$ cat src/rtl/windowed_majority_input_debounce_assert.svh
// assertion macros for the debounce block
// no dependencies; the asserting modules supply i_clk and i_rst_n
`ifndef WINDOWED_MAJORITY_INPUT_DEBOUNCE_ASSERT_SVH
`define WINDOWED_MAJORITY_INPUT_DEBOUNCE_ASSERT_SVH

`ifndef SYNTHESIS

// same-cycle implication
`define WMD_ASSERT_NOW(label, ante, cons) \
    label: assert property (@(posedge i_clk) disable iff (!i_rst_n) (ante) |-> (cons)) \
        else $error("assertion failed");

// next-cycle implication
`define WMD_ASSERT_NEXT(label, ante, cons) \
    label: assert property (@(posedge i_clk) disable iff (!i_rst_n) (ante) |=> (cons)) \
        else $error("assertion failed");

`else

`define WMD_ASSERT_NOW(label, ante, cons)
`define WMD_ASSERT_NEXT(label, ante, cons)

`endif

`endif

$ cat src/rtl/wmd_pkg.sv
// types and constants of the windowed majority debounce block
// no dependencies
`default_nettype none

package wmd_pkg;

    localparam int unsigned CNT_W = 16;

    typedef struct packed {
        logic channel;
        logic level;
    } t_in;

    typedef struct packed {
        logic             channel_out;
        logic             filtered_out;
        logic             decided;
        logic             rose;
        logic             fell;
        logic [CNT_W-1:0] edges_out;
    } t_out;

    // per-channel state word kept in the ram
    typedef struct packed {
        logic [CNT_W-1:0] edges;
        logic             filt;
        logic [CNT_W-1:0] highs;
        logic [CNT_W-1:0] samples;
    } t_entry;

    localparam int unsigned ENTRY_W = $bits(t_entry);

    localparam logic [CNT_W-1:0] WINDOW_RESET = 16'd10;

endpackage

`default_nettype wire

$ cat src/rtl/wmd_ram.sv
// generic single-write, single-read ram with registered read data
// no dependencies; read during write of the same address returns old data
`default_nettype none

module wmd_ram #(
    parameter int unsigned WIDTH = 8,
    parameter int unsigned DEPTH = 2
) (
    input  wire logic                                    i_clk,
    input  wire logic                                    i_we,
    input  wire logic [((DEPTH > 1) ? $clog2(DEPTH) : 1)-1:0] i_waddr,
    input  wire logic [WIDTH-1:0]                        i_wdata,
    input  wire logic                                    i_re,
    input  wire logic [((DEPTH > 1) ? $clog2(DEPTH) : 1)-1:0] i_raddr,
    output logic      [WIDTH-1:0]                        o_rdata
);

    logic [WIDTH-1:0] r_mem [DEPTH];

    always_ff @(posedge i_clk) begin
        if (i_we) begin
            r_mem[i_waddr] <= i_wdata;
        end
        if (i_re) begin
            o_rdata <= r_mem[i_raddr];
        end
    end

endmodule

`default_nettype wire

$ cat src/rtl/windowed_majority_input_debounce.sv
// top level of the windowed majority debounce filter
// depends on wmd_pkg, wmd_ram and windowed_majority_input_debounce_assert.svh
//
//  channel | direction | handshake                  | payload
//  --------+-----------+----------------------------+------------------
//  in      | input     | i_in_valid / o_in_ready    | i_in  (t_in)
//  out     | output    | o_out_valid / i_out_ready  | o_out (t_out)
//  cfg     | input     | i_cfg_valid / o_cfg_ready  | i_cfg_data (16 bit)
//
// one transaction per cycle sustained while the output is taken; a sample's steps, in order:
// state ram read at the accepting edge, then update, write back and output register once the output is free
// back-to-back samples of one channel use the forwarded last write instead of the ram data
// after reset all channel state reads as zero through per-channel valid bits, no clearing pass
// input stalls only while the update stage holds a sample and the output register is not taken
// samples of a channel at or above CHANNELS are taken and dropped without a result
`default_nettype none

module windowed_majority_input_debounce #(
    parameter int unsigned CHANNELS = 2
) (
    input  wire logic                i_clk,
    input  wire logic                i_rst_n,
    input  wire logic                i_in_valid,
    output logic                     o_in_ready,
    input  wire wmd_pkg::t_in        i_in,
    output logic                     o_out_valid,
    input  wire logic                i_out_ready,
    output wmd_pkg::t_out            o_out,
    input  wire logic                i_cfg_valid,
    output logic                     o_cfg_ready,
    input  wire logic [15:0]         i_cfg_data
);

    import wmd_pkg::*;

    localparam int unsigned AW = (CHANNELS > 1) ? $clog2(CHANNELS) : 1;

    logic [CNT_W-1:0] r_window;

    logic             r_s1_valid;
    logic [AW-1:0]    r_s1_idx;
    logic             r_s1_channel;
    logic             r_s1_level;

    logic             r_fwd_valid;
    logic [AW-1:0]    r_fwd_idx;
    t_entry           r_fwd_data;

    logic [CHANNELS-1:0] r_vld;

    logic             in_fire;
    logic             in_range;
    logic [AW-1:0]    in_idx;
    logic             s1_fire;
    logic [ENTRY_W-1:0] ram_rdata;
    t_entry           cur;
    t_entry           n_entry;
    t_out             n_out;
    logic             now_level;

    assign o_cfg_ready = 1'b1;

    always_ff @(posedge i_clk) begin
        if (!i_rst_n) begin
            r_window <= WINDOW_RESET;
        end else if (i_cfg_valid) begin
            r_window <= i_cfg_data;
        end
    end

    // stage 0: accept and issue the state read
    assign s1_fire    = r_s1_valid && (!o_out_valid || i_out_ready);
    assign o_in_ready = !r_s1_valid || s1_fire;
    assign in_fire    = i_in_valid && o_in_ready;
    assign in_idx     = AW'(i_in.channel);
    assign in_range   = !i_in.channel || (CHANNELS > 1);

    wmd_ram #(
        .WIDTH (ENTRY_W),
        .DEPTH (CHANNELS)
    ) u_state_ram (
        .i_clk   (i_clk),
        .i_we    (s1_fire),
        .i_waddr (r_s1_idx),
        .i_wdata (n_entry),
        .i_re    (in_fire),
        .i_raddr (in_idx),
        .o_rdata (ram_rdata)
    );

    // stage 1: pick the current state, update, write back
    always_comb begin
        if (r_fwd_valid && r_fwd_idx == r_s1_idx) begin
            cur = r_fwd_data;
        end else if (r_vld[r_s1_idx]) begin
            cur = t_entry'(ram_rdata);
        end else begin
            cur = '0;
        end

        now_level = (cur.highs >= (r_window >> 1));
        n_entry   = cur;
        n_out     = '0;
        n_out.channel_out = r_s1_channel;

        if (cur.samples < r_window) begin
            n_entry.samples = cur.samples + CNT_W'(1);
            n_entry.highs   = cur.highs + CNT_W'(r_s1_level);
        end else begin
            n_entry.samples = '0;
            n_entry.highs   = '0;
            n_entry.filt    = now_level;
            n_out.decided   = 1'b1;
            n_out.rose      = !cur.filt && now_level;
            n_out.fell      = cur.filt && !now_level;
            if (!cur.filt && now_level) begin
                n_entry.edges = cur.edges + CNT_W'(1);
            end
        end

        n_out.filtered_out = n_entry.filt;
        n_out.edges_out    = n_entry.edges;
    end

    always_ff @(posedge i_clk) begin
        if (!i_rst_n) begin
            r_s1_valid  <= 1'b0;
            r_fwd_valid <= 1'b0;
            r_vld       <= '0;
            o_out_valid <= 1'b0;
        end else begin
            if (o_in_ready) begin
                r_s1_valid <= in_fire && in_range;
            end
            if (s1_fire) begin
                r_fwd_valid       <= 1'b1;
                r_vld[r_s1_idx]   <= 1'b1;
                o_out_valid       <= 1'b1;
            end else if (i_out_ready) begin
                o_out_valid <= 1'b0;
            end
        end
    end

    always_ff @(posedge i_clk) begin
        if (in_fire) begin
            r_s1_idx     <= in_idx;
            r_s1_channel <= i_in.channel;
            r_s1_level   <= i_in.level;
        end
        if (s1_fire) begin
            r_fwd_idx  <= r_s1_idx;
            r_fwd_data <= n_entry;
            o_out      <= n_out;
        end
    end

    `include "windowed_majority_input_debounce_assert.svh"

    `WMD_ASSERT_NOW(a_rose_decided, o_out_valid && o_out.rose, o_out.decided && o_out.filtered_out)
    `WMD_ASSERT_NOW(a_fell_decided, o_out_valid && o_out.fell, o_out.decided && !o_out.filtered_out)
    `WMD_ASSERT_NOW(a_stall_blocks, r_s1_valid && o_out_valid && !i_out_ready, !o_in_ready)
    `WMD_ASSERT_NEXT(a_update_shown, s1_fire, o_out_valid && r_fwd_valid)

endmodule

`default_nettype wire

$ cat config.mk
export PLATFORM = sky130hd
export DESIGN_NAME = windowed_majority_input_debounce
export DESIGN_NICKNAME = d
export VERILOG_FILES = /design/src/rtl/wmd_pkg.sv /design/src/rtl/wmd_ram.sv /design/src/rtl/windowed_majority_input_debounce.sv
export VERILOG_INCLUDE_DIRS = /design/src /design/src/rtl
export SDC_FILE = /design/constraint.sdc
export NUM_CORES = 1
export LEC_CHECK = 0
export ABC_AREA = 1
export BUFFER_PORTS_ARGS = -buffer_cell sky130_fd_sc_hd__buf_4
export CELL_PAD_IN_SITES_DETAIL_PLACEMENT = 0
export CELL_PAD_IN_SITES_GLOBAL_PLACEMENT = 2
export CORE_MARGIN = 2
export CORE_UTILIZATION = 42
export CTS_CLUSTER_DIAMETER = 80
export CTS_CLUSTER_SIZE = 24
export DETAILED_ROUTE_END_ITERATION = 8
export GPL_TIMING_DRIVEN = 0
export PLACE_DENSITY_LB_ADDON = 0.1
export SYNTH_ARGS = -nofsm -noshare
export SYNTH_HDL_FRONTEND = slang
export SYNTH_SLANG_ARGS = --single-unit
$ cat constraint.sdc
create_clock -name i_clk -period 4.5 [get_ports i_clk]
set_input_delay 0.225 -clock i_clk [delete_from_list [all_inputs] [get_ports i_clk]]
set_output_delay 0.225 -clock i_clk [all_outputs]
set_load 0.03 [all_outputs]
==> metrics, run 1 <==
setup ws final=436 ps; cell taking the most area after synthesis=edfxtp_1; fraction of layout cells with a size suffix above 1=19.7%; status=finished, final reports clean; Fin Clk Skew=20.7 ps; Post-synth EDFFs=202; Internal=3370 uW; period utilization=90.3%; core area=0.0250 sq mm; share of the synthesized area in the top cell type=57.0%; Hold Startpoint=i_out_ready; Pre-Repair DR Iteration Count=4; initial cell density of the core=42.5%; CTS buffer count=15; Die Y-Extent=163 um; clock share of power=30.1%; buffers and inverters on the worst path=6; Syn Nets=1033; Hold Crit Class=input port to register; antenna-violating nets left=0; n_diodes=0; final setup vio count=0; number of fill cells in the layout=2403; worst r2r src=r_s1_channel; IO buf count=45; initial antenna violation count=0; Worst setup SP type=register; synthesized flop and latch total=223; IO Count=47; commonest non-fill, non-tap cell in the layout=nand2_1; drt via density=4.99; CP top delay family=buffers and inverters; CP max FO=10; Final Max Tran Viols=0; post-CTS setup buffers=0; switching share of total power=27.4%; Mapped Cells=976; top post-synthesis cells by area=edfxtp_1 (57%), nand2_1 (7.8%), mux2_2 (5.2%); H-tree Lvls=1; worst path cell trace=inv_2 -> nand2_4 -> nand3_4 -> buf_4 -> buf_2 -> nand2_1 -> o21ai_0 -> inv_1 -> ha_1 -> nand2_1 -> nor2_1 -> a2111oi_4 -> buf_2 -> nand2_1 -> buf_2 -> nor3_1; worst endpoint required time=4740 ps; DP HPWL=18600 um; Tmin final=4060 ps; VDD IR-drop max=0.338 mV; Reg-to-Reg End=u_state_ram.r_mem[1][8]; CTS root buf=clkbuf_16; worst relative slew slack=43.5%; crit-path max cell delay=510 ps; Power Density=383 mW/mm^2; Leak=0.00487 uW; post-synthesis sequential area ratio=60.9%; Clk pin slew, worst setup/hold paths=90 ps; First DRT Iteration DRCs=370; commonest cells after routing, fill and taps aside=nand2_1 (221), edfxtp_1 (202), inv_1 (83); WHS Path Cells=4; sequential share of power=53.2%; ys async rst share=0%; Max-Cap Viols=0; Combinational Power Share=16.7%; syn avg cell area=10.9 sq um; sw power=1270 uW; CTS tree=built; Design Power=4640 uW; area grow syn2layout=13.7%; RePlAce Congestion=0.778; via count=6937; slack of the worst reg-to-reg path=440 ps; Nets=1111; Hold EP=o_out_valid; Critical Path Sink Type=register; number of global-route vias before repair=6687; Final Hold Fails=0; Yosys warning total=0; Sink Count=223; Fmax=0.246 GHz; Worst Tran Pin Value=847 ps; FP Rows=58; CP max stage cell=edfxtp_1; die footprint=0.0266 sq mm; CP Data Arrival Time=4310 ps; Mapped Area=0.0106 sq mm; pre-CTS WS=243 ps; RSZ-0062 raised after global routing=no; Distinct cells, synth=44; Worst R2R Path Depth=16; worst skew pair latency=490 ps; dominant synthesized flop cell=edfxtp_1; worst-case clock buffer depth=3; total grt overflow=0; Residual DRC=0; Wirelength per Cell=18.9 um; Crit Path Class=register to register; Post-Route WL=26300 um; largest net degree at the start of global routing=34; die width=163 um; global-route wire length before repair=40100 um; Total GRT Usage=20.2%
[how the worst max path moves through the flow]
stage	cells past startpoint	slack, ps	endpoint	start
6_report	16	440	u_state_ram.r_mem[1][8]	r_s1_channel
5_1_grt	16	70	u_state_ram.r_mem[0][8]	r_s1_channel
4_1_cts	16	210	u_state_ram.r_mem[1][8]	r_s1_channel
3_5_place_dp	16	240	u_state_ram.r_mem[1][3]	r_s1_channel
3_3_place_gp	5	-670	u_state_ram.r_mem[0][14]	i_out_ready
2_1_floorplan	3	1310	u_state_ram.r_mem[0][0]	o_out_valid
[registers in the layout (all words and copies together), names as in the netlist]
register / flops
u_state_ram.o_rdata: 49
r_vld: 2
r_s1_channel: 1
r_fwd_valid: 1
u_state_ram.r_mem: 98
r_fwd_data: 49
r_s1_valid: 1
r_fwd_idx: 1
o_out_valid: 1
o_out: 3
r_s1_level: 1
r_window: 16
[Yosys cell counts, types with 5 or more instances]
master,number
nand2_1,221
edfxtp_1,202
inv_1,85
nor2_1,81
nand3_1,64
mux2_2,49
ha_1,34
a21oi_1,30
buf_4,21
dfxtp_1,21
o21ai_1,21
o21ai_0,20
xor2_1,18
nor3_1,13
buf_2,11
nand2_2,10
nand4_1,9
nor2_2,9
clkbuf_1,6
buf_6,5
nor3_2,5
o21ai_2,5
xnor2_1,5
[routing by layer]
layer,part of all wire (%),global-route usage (%)
met4,1.5,4.47
met1,48,29.0
met3,4.3,2.18
met2,46,33.0
met5,0,0
[area by class of cell]
| cell class | count | area [sq um] | area share [%] |
|---|---|---|---|
| buffer | 47 | 307 | 2.53 |
| clock buffer | 15 | 375 | 3.10 |
| clock inverter | 8 | 92.6 | 0.765 |
| inverter | 90 | 339 | 2.80 |
| multi-input combinational | 616 | 3540 | 29.2 |
| sequential | 223 | 6490 | 53.6 |
| tap | 330 | 413 | 3.41 |
| timing repair buffer | 61 | 553 | 4.57 |
[repair_timing]
| item | in CTS | in global routing |
|---|---|---|
| hold endpoints to repair | 5 | 0 |
| resized for setup | 0 | 1 |
| hold buffers | 9 | 0 |
| endpoints found under the setup margin | 0 | 4 |
[tightest hold or removal path, stage by stage]
cell and delay [ps]:
buf_4 70, inv_1 40, nand2_1 60, a21oi_1 70
[power by group through the flow]
stage / clock network, uW / logic (uW) / registers (uW)
global placement: 0 / 749 / 2520
global route: 1500 / 868 / 2480
CTS: 1440 / 781 / 2470
floorplan: 0 / 494 / 2510
detailed placement: 0 / 772 / 2520
finish: 1400 / 775 / 2470
[kinds of logic (layout without fill, tap and decap cells)]
| family | count (synthesis) | count (layout) | synth area share, % |
|---|---|---|---|
| compound gates | 89 | 89 | 4.75 |
| xor+xnor | 23 | 23 | 1.89 |
| fa+ha+maj | 34 | 34 | 4.00 |
| buf+inv | 137 | 221 | 6.06 |
| flops | 223 | 223 | 60.9 |
| mux | 49 | 49 | 5.18 |
| other cells | 1 | 1 | 0.0352 |
| simple gates | 420 | 420 | 17.1 |
[through the flow]
step	hold WS (ps)	util [%]	instance area, sq um	TNS, ps	std cells
floorplan	324	-	10600	0	976
global placement	407	45.5	11400	-71440	1351
detailed placement	406	46.1	11500	0	1358
CTS	11.4	48.3	12100	0	1390
global route	27.3	48.4	12100	0	1390
finish	31.7	48.4	12100	0	1390
No activity file was read; power rests on OpenSTA's default activity.
==> run 2, diff against run 1 <==
- CTS_CLUSTER_DIAMETER: 80 -> 100
- GPL_TIMING_DRIVEN: 0 -> unset
- MAX_ROUTING_LAYER: unset -> met4
==> run 2 against run 1 <==
Net effect:
- via count decreased by 4.1%
- clock skew decreased by 1.4 ps
- worst setup slack improved by 140 ps
- total power decreased by 5.4%
- sequential power about the same
- worst hold slack got worse by 2.4 ps
- global-route usage decreased by 0.46 points
- wire length decreased by 6.5%
- clock power decreased by 14%
- final area decreased by 3.4%
- largest power group unchanged
==> metrics, run 2 (synthesis results as in run 1) <==
RSZ-0062 raised after global routing=no; largest net degree at the start of global routing=51 (+50%); metal3 WL=763 um (-32%); via count=6650 (-4.1%); post-CTS setup buffers=0 (unchanged); Wirelength per Cell=18.3 um (-3.4%); FP Rows=58 (unchanged); worst r2r src=r_s1_channel; initial antenna violation count=0 (unchanged); worst endpoint required time=4720 ps (-20 ps); Top Layer Used=met4; Fmax=0.255 GHz (+3.5%); CP max FO=14 (+4); worst relative slew slack=36.8% (-6.7 points); IO buf count=45 (unchanged); Final Max Tran Viols=0 (unchanged); CTS buffer count=13 (-2); H-tree Lvls=1 (unchanged); Critical Path Sink Type=register; die footprint=0.0266 sq mm (unchanged); CP max stage cell=edfxtp_1; Sink Count=223 (unchanged); Largest regs=u_state_ram.r_mem: 98 flops, r_fwd_data: 49 flops, u_state_ram.o_rdata: 49 flops; Die Y-Extent=163 um (unchanged); Residual DRC=0 (unchanged); antenna-violating nets left=0 (unchanged); Total GRT Usage=19.7% (-0.46 points); number of global-route vias before repair=6523 (-2.5%); commonest cells after routing, fill and taps aside=nand2_1 (220), edfxtp_1 (202), inv_1 (83); VDD IR-drop max=0.342 mV (+1.1%); Largest register FFs=98 (unchanged); Hold Startpoint=i_out_ready; WHS Path Cells=4 (unchanged); RePlAce Congestion=0.803 (+3.3%); core area=0.0250 sq mm (unchanged); Final Hold Fails=0 (unchanged); Worst Tran Pin Value=946 ps (+98.9 ps); Nets=1068 (-3.9%); placed cell areas=0.0113 sq mm (-2.3%); CTS root buf=clkbuf_16; Leak=0.00466 uW (-4.3%); final setup vio count=0 (unchanged); total grt overflow=0 (unchanged); Critical Path Start=r_s1_channel; Reg-to-Reg End=u_state_ram.r_mem[1][46]; DP HPWL=16400 um (-12%); post_cts resized=0 (unchanged); Clk pin slew, worst setup/hold paths=100 ps (about the same); met2 wire len=10600 um (-13%); Max-Cap Viols=0 (unchanged); Hold Crit Class=input port to register; Fin Clk Skew=19.4 ps (-1.37 ps); area grow syn2layout=9.91%; fin area=0.0117 sq mm (-3.4%); initial cell density of the core=42.5% (unchanged); setup TNS=0 ps (unchanged); Post-Route WL=24600 um (-6.5%); worst-case clock buffer depth=3 (unchanged); period utilization=87.2% (-3.1 points); IO Count=47 (unchanged); worst skew pair latency=480 ps (about the same); Worst path most repeated cell=nand2_1; CP Data Arrival Time=4140 ps (-170 ps); crit-path max cell delay=500 ps (about the same); cts hold-fix bufs=7 (-2); n_diodes=0 (unchanged); slack of the worst reg-to-reg path=570 ps (+140 ps); pre-CTS WS=529 ps (+286 ps); Crit Path Class=register to register; number of fill cells in the layout=2344 (-2.5%); commonest non-fill, non-tap cell in the layout=nand2_1; fraction of layout cells with a size suffix above 1=17.0% (-2.7 points); Worst R2R Path Depth=24 (+8); CTS tree=built; First DRT Iteration DRCs=461 (+25%); setup ws final=574 ps (+139 ps); drt via density=4.94 (-0.93%); Hold EP=o_out_valid; worst path cell trace=inv_2 -> nand2_2 -> nand2_2 -> clkinv_2 -> nand2_1 -> nand2_1 -> o21ai_1 -> inv_1 -> ha_1 -> nand2_1 -> nor2_1 -> nand2_1 -> nand2_1 -> nor2_1 -> nand2_1 -> nand2_1 -> nand2_1 -> nand2_2 -> nor2_2 -> nand2_1 -> nand2_1 -> nand2_1 -> nand2_1 -> nand2_1; Power Density=375 mW/mm^2 (-2.1%); Pre-Repair DR Iteration Count=5 (+1); status=finished, final reports clean; Top reg by flops=u_state_ram.r_mem; Worst setup SP type=register; WL met1=12800 um (+2.1%); Design Power=4390 uW (-5.4%); Post-Route Utilization=46.7% (-1.6 points); Tmin final=3930 ps (-139 ps); global-route wire length before repair=38700 um (-3.4%); die width=163 um (unchanged)
## run 2: how the worst max path moves through the flow
stage,to,depth (start not counted)
after global placement,u_state_ram.r_mem[1][42],20
after detailed placement,u_state_ram.r_mem[1][46],24
after CTS,r_fwd_data[48],24
after floorplan,u_state_ram.r_mem[0][0],3
after global routing,u_state_ram.r_mem[1][46],24
final,u_state_ram.r_mem[1][46],24
## run 2: per-stage QoR
step                instances  hold slack [ps]
finish                   1345             29.2
global route             1345             38.5
CTS                      1345             20.8
detailed placement       1319              413
global placement         1319              408
floorplan                 976              324
## run 2: final cells by class
cell class	count	area, sq um	area share (%)
Tap cell	330	413	3.53
Inverter	90	339	2.90
Clock buffer	17	340	2.91
Timing Repair Buffer	67	558	4.77
Sequential cell	223	6490	55.4
Multi-Input combinational cell	616	3540	30.3
Clock inverter	2	20.0	0.171
## run 2: report_power, final
group	switching, uW	leakage (uW)	internal, uW
logic	494	0.00238	228
registers	36.1	0.00211	2440
clock network	651	0.000176	545
## run 2: worst max-delay path: cells and delay by family (launching register included)
family                   cells  cell delay [ps]
flip-flops                   1              500
buffers and inverters        3              630
AND/OR/NAND/NOR             19             1990
AO/OA/AOI/OAI                1              210
adder cells (fa/ha/maj)      1              310
## run 2: metal layers
layer | global-route usage, % | vias to the layer above
met5 | - | -
met4 | 3.50 | 0
met3 | 1.93 | 19
met2 | 29.3 | 93
met1 | 29.7 | 3167
li1 | - | 3371
